$ cat src/mcdmx_pkg.sv
// ============================================================================
// mcdmx_pkg
// Types, constants and gain tables shared by the stereo downmix block.
// ============================================================================
package mcdmx_pkg;

    // Field and datapath widths
    localparam int RAW_W      = 64;
    localparam int Q_W        = 32;   // signed Q1.30 sample, range [-1,1]
    localparam int MAG_W      = 31;   // magnitude of a Q1.30 sample
    localparam int GAIN_W     = 17;   // unsigned Q1.16 gain
    localparam int PROD_W     = MAG_W + GAIN_W;
    localparam int SUM_W      = 40;
    localparam int PCM_W      = 16;
    localparam int MASK_W     = 18;
    localparam int CHAN_W     = 5;
    localparam int CONT_W     = 7;
    localparam int VBITS_W    = 6;
    localparam int APB_ADDR_W = 5;
    localparam int APB_DATA_W = 32;

    // Register indexes (byte address / 4)
    localparam logic [2:0] REG_SAMPLE_IS_FLOAT = 3'd0;
    localparam logic [2:0] REG_CONTAINER_BITS  = 3'd1;
    localparam logic [2:0] REG_VALID_BITS      = 3'd2;
    localparam logic [2:0] REG_CHANNEL_COUNT   = 3'd3;
    localparam logic [2:0] REG_MAP_ENABLE      = 3'd4;
    localparam logic [2:0] REG_CHANNEL_MASK    = 3'd5;

    // Unity in Q1.30
    localparam logic [MAG_W-1:0]        Q30_ONE = 31'h4000_0000;
    localparam logic signed [SUM_W-1:0] SUM_ONE = 40'sh00_4000_0000;

    // Gain codes
    typedef enum logic [2:0] {
        GAIN_ZERO,
        GAIN_QUARTER,
        GAIN_HALF,
        GAIN_M3,
        GAIN_ONE
    } gain_t;

    // Speaker positions of the channel mask
    typedef enum logic [4:0] {
        SPK_FL, SPK_FR, SPK_FC, SPK_LFE, SPK_BL, SPK_BR, SPK_FLC, SPK_FRC, SPK_BC,
        SPK_SL, SPK_SR, SPK_TC, SPK_TFL, SPK_TFC, SPK_TFR, SPK_TBL, SPK_TBC, SPK_TBR,
        SPK_NONE
    } speaker_t;

    // Input request payload
    typedef struct packed {
        logic [RAW_W-1:0] sample_raw;
        logic             end_of_packet;
    } sample_t;

    // Output request payload
    typedef struct packed {
        logic signed [PCM_W-1:0] left_pcm;
        logic signed [PCM_W-1:0] right_pcm;
        logic                    packet_end;
        logic                    format_error;
    } pair_t;

    // Sample format settings seen by the converter
    typedef struct packed {
        logic               sample_is_float;
        logic [CONT_W-1:0]  container_bits;
        logic [VBITS_W-1:0] valid_bits;
    } conv_cfg_t;

    // Per-sample frame control carried down the pipeline
    typedef struct packed {
        logic  first;
        logic  last;
        gain_t gain_l;
        gain_t gain_r;
        logic  eop;
    } frame_ctrl_t;

    // Q1.16 value of a gain code
    function automatic logic [GAIN_W-1:0] gain_value(gain_t g);
        logic [GAIN_W-1:0] v;
        case (g)
            GAIN_ZERO:    v = 17'd0;
            GAIN_QUARTER: v = 17'd16384;
            GAIN_HALF:    v = 17'd32768;
            GAIN_M3:      v = 17'd46341;
            GAIN_ONE:     v = 17'd65536;
            default:      v = 17'd0;
        endcase
        return v;
    endfunction

    // Left gain of a speaker position
    function automatic gain_t map_gain_left(speaker_t s);
        gain_t g;
        case (s)
            SPK_FL, SPK_BL, SPK_SL, SPK_TFL, SPK_TBL, SPK_FLC: g = GAIN_ONE;
            SPK_FR, SPK_BR, SPK_SR, SPK_TFR, SPK_TBR:          g = GAIN_ZERO;
            SPK_FC, SPK_TFC:                                   g = GAIN_M3;
            SPK_LFE, SPK_BC:                                   g = GAIN_HALF;
            default:                                           g = GAIN_QUARTER;
        endcase
        return g;
    endfunction

    // Right gain of a speaker position
    function automatic gain_t map_gain_right(speaker_t s);
        gain_t g;
        case (s)
            SPK_FR, SPK_BR, SPK_SR, SPK_TFR, SPK_TBR, SPK_FRC: g = GAIN_ONE;
            SPK_FL, SPK_BL, SPK_SL, SPK_TFL, SPK_TBL:          g = GAIN_ZERO;
            SPK_FC, SPK_TFC:                                   g = GAIN_M3;
            SPK_LFE, SPK_BC:                                   g = GAIN_HALF;
            default:                                           g = GAIN_QUARTER;
        endcase
        return g;
    endfunction

endpackage

$ cat src/mcdmx_conv.sv
// ============================================================================
// mcdmx_conv
// Converts one raw integer or IEEE float sample into signed Q1.30.
// ============================================================================
module mcdmx_conv import mcdmx_pkg::*; (
    input  logic [RAW_W-1:0]    sample_raw,
    input  conv_cfg_t           cfg,
    output logic signed [Q_W-1:0] q,
    output logic                format_error
);

    logic [31:0]        byte_mask;
    logic [CONT_W-1:0]  vsel;
    logic [VBITS_W-1:0] vbits;
    logic [4:0]         lshift;
    logic [31:0]        int_word;
    logic signed [Q_W-1:0] int_q;

    logic               is_dbl;
    logic               neg;
    logic               exp_max;
    logic               frac_nz;
    logic [52:0]        mant;
    logic signed [12:0] unb;
    logic signed [12:0] rsh;
    logic [5:0]         sh;
    logic [52:0]        shifted;
    logic [MAG_W-1:0]   mag;
    logic [Q_W-1:0]     mag_ext;
    logic signed [Q_W-1:0] flt_q;

    // Integer path: byte window, valid width, align sign to bit 31
    always_comb
    begin
        case (cfg.container_bits[6:3])
            4'd0, 4'd1: byte_mask = 32'h0000_00FF;
            4'd2:       byte_mask = 32'h0000_FFFF;
            4'd3:       byte_mask = 32'h00FF_FFFF;
            default:    byte_mask = 32'hFFFF_FFFF;
        endcase
        vsel = (cfg.valid_bits == '0) ? cfg.container_bits : CONT_W'(cfg.valid_bits);
        if (vsel == '0)
            vbits = VBITS_W'(1);
        else if (vsel > CONT_W'(32))
            vbits = VBITS_W'(32);
        else
            vbits = vsel[VBITS_W-1:0];
        lshift   = 5'(VBITS_W'(32) - vbits);
        int_word = (sample_raw[31:0] & byte_mask) << lshift;
        // arithmetic shift gives both the Q1.30 scaling and floor for 32 bits
        int_q    = $signed(int_word) >>> 1;
    end

    // Float path: unpack into a double-style mantissa and unbiased exponent
    always_comb
    begin
        is_dbl = (cfg.container_bits == CONT_W'(64));
        if (is_dbl)
        begin
            neg     = sample_raw[63];
            exp_max = &sample_raw[62:52];
            frac_nz = |sample_raw[51:0];
            if (sample_raw[62:52] == '0)
            begin
                mant = {1'b0, sample_raw[51:0]};
                unb  = -13'sd1022;
            end
            else
            begin
                mant = {1'b1, sample_raw[51:0]};
                unb  = $signed({2'b00, sample_raw[62:52]}) - 13'sd1023;
            end
        end
        else
        begin
            neg     = sample_raw[31];
            exp_max = &sample_raw[30:23];
            frac_nz = |sample_raw[22:0];
            if (sample_raw[30:23] == '0)
            begin
                mant = {1'b0, sample_raw[22:0], 29'd0};
                unb  = -13'sd126;
            end
            else
            begin
                mant = {1'b1, sample_raw[22:0], 29'd0};
                unb  = $signed({5'b00000, sample_raw[30:23]}) - 13'sd127;
            end
        end

        // right shift of at least 23, rounded half away from zero
        rsh     = 13'sd22 - unb;
        sh      = 6'(rsh) - 6'd1;
        shifted = mant >> sh;
        if (exp_max)
            mag = frac_nz ? '0 : Q30_ONE;
        else if (!unb[12])
            mag = Q30_ONE;
        else if (rsh > 13'sd63)
            mag = '0;
        else
            mag = MAG_W'(shifted[30:1]) + MAG_W'(shifted[0]);

        mag_ext = {1'b0, mag};
        flt_q   = neg ? -$signed(mag_ext) : $signed(mag_ext);
    end

    // Format select
    always_comb
    begin
        format_error = 1'b0;
        if (!cfg.sample_is_float)
            q = int_q;
        else if (cfg.container_bits == CONT_W'(32) || cfg.container_bits == CONT_W'(64))
            q = flt_q;
        else
        begin
            q            = '0;
            format_error = 1'b1;
        end
    end

endmodule

$ cat src/mcdmx_gain.sv
// ============================================================================
// mcdmx_gain
// Weights a Q1.30 sample by a Q1.16 gain, rounded half away from zero.
// ============================================================================
module mcdmx_gain import mcdmx_pkg::*; (
    input  logic signed [Q_W-1:0] q,
    input  gain_t                 gain,
    output logic signed [Q_W-1:0] term
);

    logic              neg;
    logic [Q_W-1:0]    abs_q;
    logic [MAG_W-1:0]  mag;
    logic [PROD_W-1:0] prod;
    logic [Q_W-1:0]    rounded;

    // Sign-magnitude multiply, round the dropped 16 bits
    always_comb
    begin
        neg     = q[Q_W-1];
        abs_q   = neg ? Q_W'(-q) : Q_W'(q);
        mag     = abs_q[MAG_W-1:0];
        prod    = PROD_W'(mag) * PROD_W'(gain_value(gain));
        rounded = Q_W'(prod[PROD_W-1:16]) + Q_W'(prod[15]);
        term    = neg ? -$signed(rounded) : $signed(rounded);
    end

endmodule

$ cat src/mcdmx_pcm.sv
// ============================================================================
// mcdmx_pcm
// Clamps a frame sum to [-1,1] and rounds it to 16-bit PCM.
// ============================================================================
module mcdmx_pcm import mcdmx_pkg::*; (
    input  logic signed [SUM_W-1:0] sum,
    output logic signed [PCM_W-1:0] pcm
);

    logic signed [SUM_W-1:0] clamped;
    logic                    neg;
    logic [SUM_W-1:0]        abs_s;
    logic [MAG_W-1:0]        mag;
    logic [PCM_W:0]          rounded;
    logic signed [PCM_W+1:0] signed_r;

    always_comb
    begin
        // clamp to unity
        if (sum > SUM_ONE)
            clamped = SUM_ONE;
        else if (sum < -SUM_ONE)
            clamped = -SUM_ONE;
        else
            clamped = sum;

        // scale by 32768, half away from zero
        neg      = clamped[SUM_W-1];
        abs_s    = neg ? SUM_W'(-clamped) : SUM_W'(clamped);
        mag      = abs_s[MAG_W-1:0];
        rounded  = (PCM_W+1)'(mag[MAG_W-1:15]) + (PCM_W+1)'(mag[14]);
        signed_r = neg ? -$signed({1'b0, rounded}) : $signed({1'b0, rounded});

        // only +1.0 exceeds the positive range
        if (signed_r > 18'sd32767)
            pcm = 16'sh7FFF;
        else
            pcm = signed_r[PCM_W-1:0];
    end

endmodule

$ cat src/multichannel_to_stereo_pcm16_downmix.sv
// ============================================================================
// multichannel_to_stereo_pcm16_downmix
// Speaker-mask driven stereo downmix of interleaved samples to 16-bit PCM.
// ============================================================================
// Usage:
//  - sample channel (sample_valid/sample_ready/sample): one channel sample per
//    request, interleaved channel_count samples per frame.
//  - pair channel (pair_valid/pair_ready/pair): one stereo PCM16 request per
//    frame, after the frame's last channel.
//  - APB port: format, channel count, map enable and speaker mask at byte
//    addresses 0,4,...,20; write only while the datapath holds no work.
// Throughput is one sample per cycle while sample_ready is high. A frame's
// last sample passes the input register, convert, weight and accumulate
// stages and the PCM output register before the frame's pair is valid.
// Reset clears the config registers to their defaults, the channel counter,
// the frame sums and all pipeline valids. When the receiver stalls, the
// output register holds its pair and one more finished pair can wait in the
// stage behind it. Samples that do not end a frame keep being summed; once a
// frame's last sample is held at the sum stage and the weight and input
// stages behind it are full, sample_ready drops.
// ============================================================================
module multichannel_to_stereo_pcm16_downmix import mcdmx_pkg::*; #(
    parameter int MAX_CHANNELS = 18
) (
    input  logic                  clk,
    input  logic                  rst_n,
    input  logic                  psel,
    input  logic                  penable,
    input  logic                  pwrite,
    input  logic [APB_ADDR_W-1:0] paddr,
    input  logic [APB_DATA_W-1:0] pwdata,
    output logic [APB_DATA_W-1:0] prdata,
    output logic                  pready,
    input  logic                  sample_valid,
    output logic                  sample_ready,
    input  sample_t               sample,
    output logic                  pair_valid,
    input  logic                  pair_ready,
    output pair_t                 pair
);

    localparam int CNT_W = $clog2(MAX_CHANNELS + 1);
    localparam int CMP_W = CHAN_W + 1;
    localparam logic [CHAN_W-1:0] MAX_COUNT = CHAN_W'(MAX_CHANNELS);

    // Config registers
    logic               sample_is_float_reg;
    logic [CONT_W-1:0]  container_bits_reg;
    logic [VBITS_W-1:0] valid_bits_reg;
    logic [CHAN_W-1:0]  channel_count_reg;
    logic               map_enable_reg;
    logic [MASK_W-1:0]  channel_mask_reg;
    logic [2:0]         reg_idx;
    logic               cfg_write;
    conv_cfg_t          conv_cfg;

    // Frame tracking
    logic [CNT_W-1:0]   cnt_reg;
    logic [CNT_W-1:0]   cnt_next;
    logic [CNT_W:0]     cnt_inc;
    logic [MASK_W-1:0]  rem_reg;
    logic [MASK_W-1:0]  rem_next;
    logic [MASK_W-1:0]  rem_cur;
    logic [MASK_W-1:0]  rem_clr;
    logic [CHAN_W-1:0]  count_clamped;
    speaker_t           spk;
    frame_ctrl_t        ctrl_in;
    logic               accept;

    // Pipeline stages
    logic               s1_valid_reg;
    logic [RAW_W-1:0]   s1_raw_reg;
    frame_ctrl_t        s1_ctrl_reg;
    logic               s2_valid_reg;
    logic signed [Q_W-1:0] s2_q_reg;
    frame_ctrl_t        s2_ctrl_reg;
    logic               s2_ferr_reg;
    logic               s3_valid_reg;
    logic signed [Q_W-1:0] s3_term_l_reg;
    logic signed [Q_W-1:0] s3_term_r_reg;
    frame_ctrl_t        s3_ctrl_reg;
    logic               s3_ferr_reg;
    logic signed [SUM_W-1:0] sum_l_reg;
    logic signed [SUM_W-1:0] sum_r_reg;
    logic signed [SUM_W-1:0] sum_l_next;
    logic signed [SUM_W-1:0] sum_r_next;
    logic               s4_valid_reg;
    logic signed [SUM_W-1:0] s4_sum_l_reg;
    logic signed [SUM_W-1:0] s4_sum_r_reg;
    logic               s4_eop_reg;
    logic               s4_ferr_reg;
    logic               out_valid_reg;
    pair_t              pair_reg;

    logic signed [Q_W-1:0]   conv_q;
    logic                    conv_ferr;
    logic signed [Q_W-1:0]   term_l;
    logic signed [Q_W-1:0]   term_r;
    logic signed [PCM_W-1:0] pcm_l;
    logic signed [PCM_W-1:0] pcm_r;

    logic free_out, free1, free2, free3, free4;
    logic take1, take2, take3, take4;

    // ------------------------------------------------------------------
    // APB register file
    // ------------------------------------------------------------------
    assign pready    = 1'b1;
    assign reg_idx   = paddr[4:2];
    assign cfg_write = psel && penable && pwrite && pready;

    always_ff @(posedge clk or negedge rst_n)
    begin
        if (!rst_n)
        begin
            sample_is_float_reg <= 1'b0;
            container_bits_reg  <= CONT_W'(16);
            valid_bits_reg      <= VBITS_W'(16);
            channel_count_reg   <= CHAN_W'(2);
            map_enable_reg      <= 1'b1;
            channel_mask_reg    <= MASK_W'(3);
        end
        else if (cfg_write)
        begin
            case (reg_idx)
                REG_SAMPLE_IS_FLOAT: sample_is_float_reg <= pwdata[0];
                REG_CONTAINER_BITS:  container_bits_reg  <= pwdata[CONT_W-1:0];
                REG_VALID_BITS:      valid_bits_reg      <= pwdata[VBITS_W-1:0];
                REG_CHANNEL_COUNT:   channel_count_reg   <= pwdata[CHAN_W-1:0];
                REG_MAP_ENABLE:      map_enable_reg      <= pwdata[0];
                REG_CHANNEL_MASK:    channel_mask_reg    <= pwdata[MASK_W-1:0];
                default:             ;
            endcase
        end
    end

    // Register readback
    always_comb
    begin
        case (reg_idx)
            REG_SAMPLE_IS_FLOAT: prdata = APB_DATA_W'(sample_is_float_reg);
            REG_CONTAINER_BITS:  prdata = APB_DATA_W'(container_bits_reg);
            REG_VALID_BITS:      prdata = APB_DATA_W'(valid_bits_reg);
            REG_CHANNEL_COUNT:   prdata = APB_DATA_W'(channel_count_reg);
            REG_MAP_ENABLE:      prdata = APB_DATA_W'(map_enable_reg);
            REG_CHANNEL_MASK:    prdata = APB_DATA_W'(channel_mask_reg);
            default:             prdata = '0;
        endcase
    end

    assign conv_cfg = '{sample_is_float: sample_is_float_reg,
                        container_bits:  container_bits_reg,
                        valid_bits:      valid_bits_reg};

    // ------------------------------------------------------------------
    // Stage flow control
    // ------------------------------------------------------------------
    assign free_out     = !out_valid_reg || pair_ready;
    assign take4        = s4_valid_reg && free_out;
    assign free4        = !s4_valid_reg || free_out;
    assign take3        = s3_valid_reg && (free4 || !s3_ctrl_reg.last);
    assign free3        = !s3_valid_reg || take3;
    assign take2        = s2_valid_reg && free3;
    assign free2        = !s2_valid_reg || free3;
    assign take1        = s1_valid_reg && free2;
    assign free1        = !s1_valid_reg || free2;
    assign sample_ready = free1;
    assign accept       = sample_valid && sample_ready;

    // ------------------------------------------------------------------
    // Channel position and gain select at acceptance
    // ------------------------------------------------------------------
    always_comb
    begin
        if (channel_count_reg == '0)
            count_clamped = CHAN_W'(1);
        else if (channel_count_reg > MAX_COUNT)
            count_clamped = MAX_COUNT;
        else
            count_clamped = channel_count_reg;

        ctrl_in.first = (cnt_reg == '0);
        rem_cur       = ctrl_in.first ? channel_mask_reg : rem_reg;

        // lowest speaker bit still in the mask
        spk = SPK_NONE;
        for (int i = MASK_W - 1; i >= 0; i--)
        begin
            if (rem_cur[i])
                spk = speaker_t'(5'(i));
        end
        rem_clr  = rem_cur & (rem_cur - MASK_W'(1));
        rem_next = map_enable_reg ? rem_clr : rem_cur;

        if (map_enable_reg)
        begin
            ctrl_in.gain_l = map_gain_left(spk);
            ctrl_in.gain_r = map_gain_right(spk);
        end
        else if (count_clamped == CHAN_W'(1))
        begin
            ctrl_in.gain_l = GAIN_ONE;
            ctrl_in.gain_r = GAIN_ONE;
        end
        else if (cnt_reg == CNT_W'(0))
        begin
            ctrl_in.gain_l = GAIN_ONE;
            ctrl_in.gain_r = GAIN_ZERO;
        end
        else if (cnt_reg == CNT_W'(1))
        begin
            ctrl_in.gain_l = GAIN_ZERO;
            ctrl_in.gain_r = GAIN_ONE;
        end
        else
        begin
            ctrl_in.gain_l = GAIN_QUARTER;
            ctrl_in.gain_r = GAIN_QUARTER;
        end

        // frame ends when the count is reached, also after a count change
        cnt_inc      = {1'b0, cnt_reg} + (CNT_W+1)'(1);
        ctrl_in.last = (CMP_W'(cnt_inc) >= CMP_W'(count_clamped));
        cnt_next     = ctrl_in.last ? '0 : cnt_inc[CNT_W-1:0];
        ctrl_in.eop  = sample.end_of_packet;
    end

    // ------------------------------------------------------------------
    // Datapath units
    // ------------------------------------------------------------------
    mcdmx_conv u_conv (
        .sample_raw   (s1_raw_reg),
        .cfg          (conv_cfg),
        .q            (conv_q),
        .format_error (conv_ferr)
    );

    mcdmx_gain u_gain_l (
        .q    (s2_q_reg),
        .gain (s2_ctrl_reg.gain_l),
        .term (term_l)
    );

    mcdmx_gain u_gain_r (
        .q    (s2_q_reg),
        .gain (s2_ctrl_reg.gain_r),
        .term (term_r)
    );

    // Frame sums restart on the first channel
    assign sum_l_next = (s3_ctrl_reg.first ? '0 : sum_l_reg) + SUM_W'(s3_term_l_reg);
    assign sum_r_next = (s3_ctrl_reg.first ? '0 : sum_r_reg) + SUM_W'(s3_term_r_reg);

    mcdmx_pcm u_pcm_l (
        .sum (s4_sum_l_reg),
        .pcm (pcm_l)
    );

    mcdmx_pcm u_pcm_r (
        .sum (s4_sum_r_reg),
        .pcm (pcm_r)
    );

    // ------------------------------------------------------------------
    // Control state
    // ------------------------------------------------------------------
    always_ff @(posedge clk or negedge rst_n)
    begin
        if (!rst_n)
        begin
            cnt_reg       <= '0;
            rem_reg       <= '0;
            sum_l_reg     <= '0;
            sum_r_reg     <= '0;
            s1_valid_reg  <= 1'b0;
            s2_valid_reg  <= 1'b0;
            s3_valid_reg  <= 1'b0;
            s4_valid_reg  <= 1'b0;
            out_valid_reg <= 1'b0;
        end
        else
        begin
            if (accept)
            begin
                cnt_reg <= cnt_next;
                rem_reg <= rem_next;
            end
            if (take3)
            begin
                sum_l_reg <= sum_l_next;
                sum_r_reg <= sum_r_next;
            end
            if (free1)
                s1_valid_reg <= accept;
            if (free2)
                s2_valid_reg <= s1_valid_reg;
            if (free3)
                s3_valid_reg <= s2_valid_reg;
            if (free4)
                s4_valid_reg <= s3_valid_reg && s3_ctrl_reg.last;
            if (free_out)
                out_valid_reg <= s4_valid_reg;
        end
    end

    // ------------------------------------------------------------------
    // Payload registers
    // ------------------------------------------------------------------
    always_ff @(posedge clk)
    begin
        if (accept)
        begin
            s1_raw_reg  <= sample.sample_raw;
            s1_ctrl_reg <= ctrl_in;
        end
        if (take1)
        begin
            s2_q_reg    <= conv_q;
            s2_ctrl_reg <= s1_ctrl_reg;
            s2_ferr_reg <= conv_ferr;
        end
        if (take2)
        begin
            s3_term_l_reg <= term_l;
            s3_term_r_reg <= term_r;
            s3_ctrl_reg   <= s2_ctrl_reg;
            s3_ferr_reg   <= s2_ferr_reg;
        end
        if (take3 && s3_ctrl_reg.last)
        begin
            s4_sum_l_reg <= sum_l_next;
            s4_sum_r_reg <= sum_r_next;
            s4_eop_reg   <= s3_ctrl_reg.eop;
            s4_ferr_reg  <= s3_ferr_reg;
        end
        if (take4)
        begin
            pair_reg.left_pcm     <= pcm_l;
            pair_reg.right_pcm    <= pcm_r;
            pair_reg.packet_end   <= s4_eop_reg;
            pair_reg.format_error <= s4_ferr_reg;
        end
    end

    assign pair_valid = out_valid_reg;
    assign pair       = pair_reg;

    // ------------------------------------------------------------------
    // Assertions
    // ------------------------------------------------------------------
    // channel counter never passes the largest frame
    assert property (@(posedge clk) disable iff (!rst_n)
        cnt_reg < MAX_CHANNELS)
        else $error("channel counter out of range");

    // a finished frame waiting on a full stage ahead of it is kept
    assert property (@(posedge clk) disable iff (!rst_n)
        (s3_valid_reg && s3_ctrl_reg.last && !free4) |=> s3_valid_reg)
        else $error("frame result dropped while stalled");

    // a taken pair with nothing behind it leaves the output empty
    assert property (@(posedge clk) disable iff (!rst_n)
        (pair_valid && pair_ready && !s4_valid_reg) |=> !pair_valid)
        else $error("pair repeated after it was taken");

endmodule
$ cat config.mk
export PLATFORM = sky130hd
export DESIGN_NAME = multichannel_to_stereo_pcm16_downmix
export DESIGN_NICKNAME = d
export VERILOG_FILES = /design/src/mcdmx_pkg.sv /design/src/mcdmx_conv.sv /design/src/mcdmx_gain.sv /design/src/mcdmx_pcm.sv /design/src/multichannel_to_stereo_pcm16_downmix.sv
export SDC_FILE = /design/constraint.sdc
export NUM_CORES = 2
export LEC_CHECK = 0
export BUFFER_PORTS_ARGS = -buffer_cell sky130_fd_sc_hd__buf_4
export CAP_MARGIN = 20
export CORE_AREA = 3 3 317 319
export CTS_CLUSTER_DIAMETER = 200
export DETAILED_ROUTE_END_ITERATION = 10
export DIE_AREA = 0 0 320 322
export MAX_ROUTING_LAYER = met4
export PLACE_DENSITY = 0.72
export SLEW_MARGIN = 20
export SYNTH_ARGS = -nofsm -noshare
export SYNTH_HDL_FRONTEND = slang
export SYNTH_SLANG_ARGS = --single-unit
$ cat constraint.sdc
create_clock -name clk -period 12.6 [get_ports clk]
set_clock_uncertainty 0.1 [all_clocks]
set_input_delay 1.89 -clock clk [delete_from_list [all_inputs] [get_ports clk]]
set_output_delay 1.89 -clock clk [all_outputs]
set_load 0.005 [all_outputs]
==> impl_metrics.toml <==
[sta]
fin_crit_ns = 11.70
tightest_slew_ns = 1.13
fmax_mhz = 85.5
fin_crit_sh = 0.928
final.setup.tns_ns = 0
final_hold_viol_count = 0
slew_violations = 0
rsz0062_at_grt = "no"
setup_viol_count_final = 0
relSlewSlack = 0.242

[place]
globalplace.congestion = 0.963
dpl.hpwl_um = 108000
portBuffers = 146

[synth]
avgSynthCellArea_um2 = 8.87
yosysTopAreaCell = "edfxtp_1"
netlist_area_um2 = 53700
yosysUniqueCellTypes = 109
synth_top_area_share = 0.166
ys.flop_type = "edfxtp_1"
yosysMostFrequentCell = "nand2_1"
synth_common_cells = "697 x nand2_1, 627 x inv_1, 520 x ha_1"
synth_edf_count = 297
synth_seq_cells = 443
synthTopCellsByArea = "edfxtp_1 17%, fa_1 14%, ha_1 12%"
syn_inst = 6058
synthArstFlopShare = 0.330
synth_warnings = 0
ys_seq_area_frac = 0.234

[clock_network]
clockBufferDepth = 3
cts_buffers = 53
cts.clk_slew.worst_paths_ns = 0.06
cts-root-buf = "clkbuf_16"
clk_latency_ns = 0.65
htree_levels = 2
cts_tree = "built"
clock_sinks = 443

[layout]
diodes = 0
final_nets = 7117
ff_latch_area_um2 = 12600
multi_input_area_um2 = 37800
drive_gt1_frac = 0.0826
syn_to_final_growth_pct = 7.90
num-fill-cells = 8656
largest_reg_flops = 64

[worst_setup_path]
cp_common_cell = "fa_1"
worst_setup_path_end_kind = "flip-flop"
rr_startpoint = "s2_q_reg[0]"
r2r_end = "s3_term_l_reg[31]"
worst_path_max_delay_cell = "nor4b_1"
worstSetupPathType = "flip-flop to flip-flop"
crit_fanout = 8
reg2reg_depth = 35
startpoint = "s2_q_reg[0]"
reg2reg_slack_ns = 0.90
slowest_delay_ns = 0.83
cp.buffers_inverters = 5
crit_arrival_ns = 11.98
cp-start-kind = "flip-flop"
required_ns = 12.88
critPathTopFamily = "simple AND/OR/NAND/NOR gates"

[global_routing]
grt_pass1_vias = 42300
grt_pass1_wl_um = 219000
grt_max_degree = 86
antenna_found_initial = 0
grtUsageTotal = 0.267
grt_overflow = 0

[route]
wl_um = 135000
num_vias = 43700
drc_errors = 0
wire_per_inst_um = 18.2
vias_per_cell = 5.86
postRouteAntennaNets = 0
drtIter0Drc = 3293
dr.pass1.iters = 6

[hold_path]
hp-class = "flip-flop to flip-flop"
hp-start = "s4_ferr_reg"
hold_depth = 0
holdPathEnd = "pair[0]"

[floorplan]
die_h_um = 322
fp-row-count = 115
core_um2 = 98100
die_w_um = 320
start_util = 0.548
io-pin-count = 178
die_area_um2 = 103000

[job]
maxCapViolations = 0

[status]
status = "finished clean"
[metrics by stage]
step	worst slack, ns	hold slack (ns)	cells	cell area, um2	utilization
after detailed placement	0.928	0.305	7348	56200	0.572
final	0.902	0.318	7448	58000	0.591
after CTS	0.934	0.321	7448	58000	0.591
after global routing	0.111	0.326	7448	58000	0.591
after global placement	1.07	0.302	7348	56200	0.572
after floorplan	2.15	0.300	6071	53800	-
[cell type report]
class / count / share of cell area
Clock buffer: 66 / 0.0246
Clock inverter: 34 / 0.00652
Multi-Input combinational cell: 4753 / 0.653
Timing Repair Buffer: 235 / 0.0305
Sequential cell: 443 / 0.217
Tap cell: 1287 / 0.0278
Inverter: 630 / 0.0408
[timing repair]
action | in CTS | in global routing
resized for setup | 0 | 1
hold buffers | 0 | 0
setup endpoints to repair | 0 | 1
buffers inserted | 0 | 0
[logic make-up after synthesis]
kind of cell,count (synthesis),synth area share
muxes,257,0.0549
other,2,0.000140
and+or+nand+nor,2069,0.184
DFF,443,0.234
xor gates and xnor gates,424,0.0702
adders and majority gates,895,0.260
buffers and inverters,875,0.0635
AOI/OAI and AO/OA,1093,0.132
[metal layers]
metal,part of all wire,GRT usage,vias to the layer above,wire [um]
li1,-,-,21200,-
met1,0.44,0.345,21000,59400
met2,0.48,0.442,1151,64300
met3,0.049,0.0263,276,6610
met4,0.037,0.0894,0,4940
met5,0,-,-,0
[layout by cell type (no fill, tap or decap), types with 135 or more instances in the layout]
master,Yosys,final
nor2_1,475,472
a21oi_1,254,254
nand3_1,156,156
ha_1,520,520
edfxtp_1,297,297
fa_1,372,372
xnor2_1,283,283
nand2_1,697,695
nor3_1,148,148
o21ai_0,271,271
buf_4,18,234
mux2i_1,170,170
xor2_1,136,135
inv_1,627,626
dfrtp_1,140,140
[how the worst max path moves through the flow]
stage / depth (start not counted) / slack, ns / to
2_1_floorplan: 38 / 2.15 / s3_term_r_reg[31]
3_3_place_gp: 36 / 1.07 / s3_term_r_reg[31]
3_5_place_dp: 36 / 0.93 / s3_term_r_reg[31]
4_1_cts: 36 / 0.93 / s3_term_r_reg[31]
5_1_grt: 35 / 0.11 / s3_term_l_reg[31]
6_report: 35 / 0.90 / s3_term_l_reg[31]
Power is left out: the tool's default activity adds up to more than one toggle a clock period on the data nets, which glitch-free logic cannot reach.
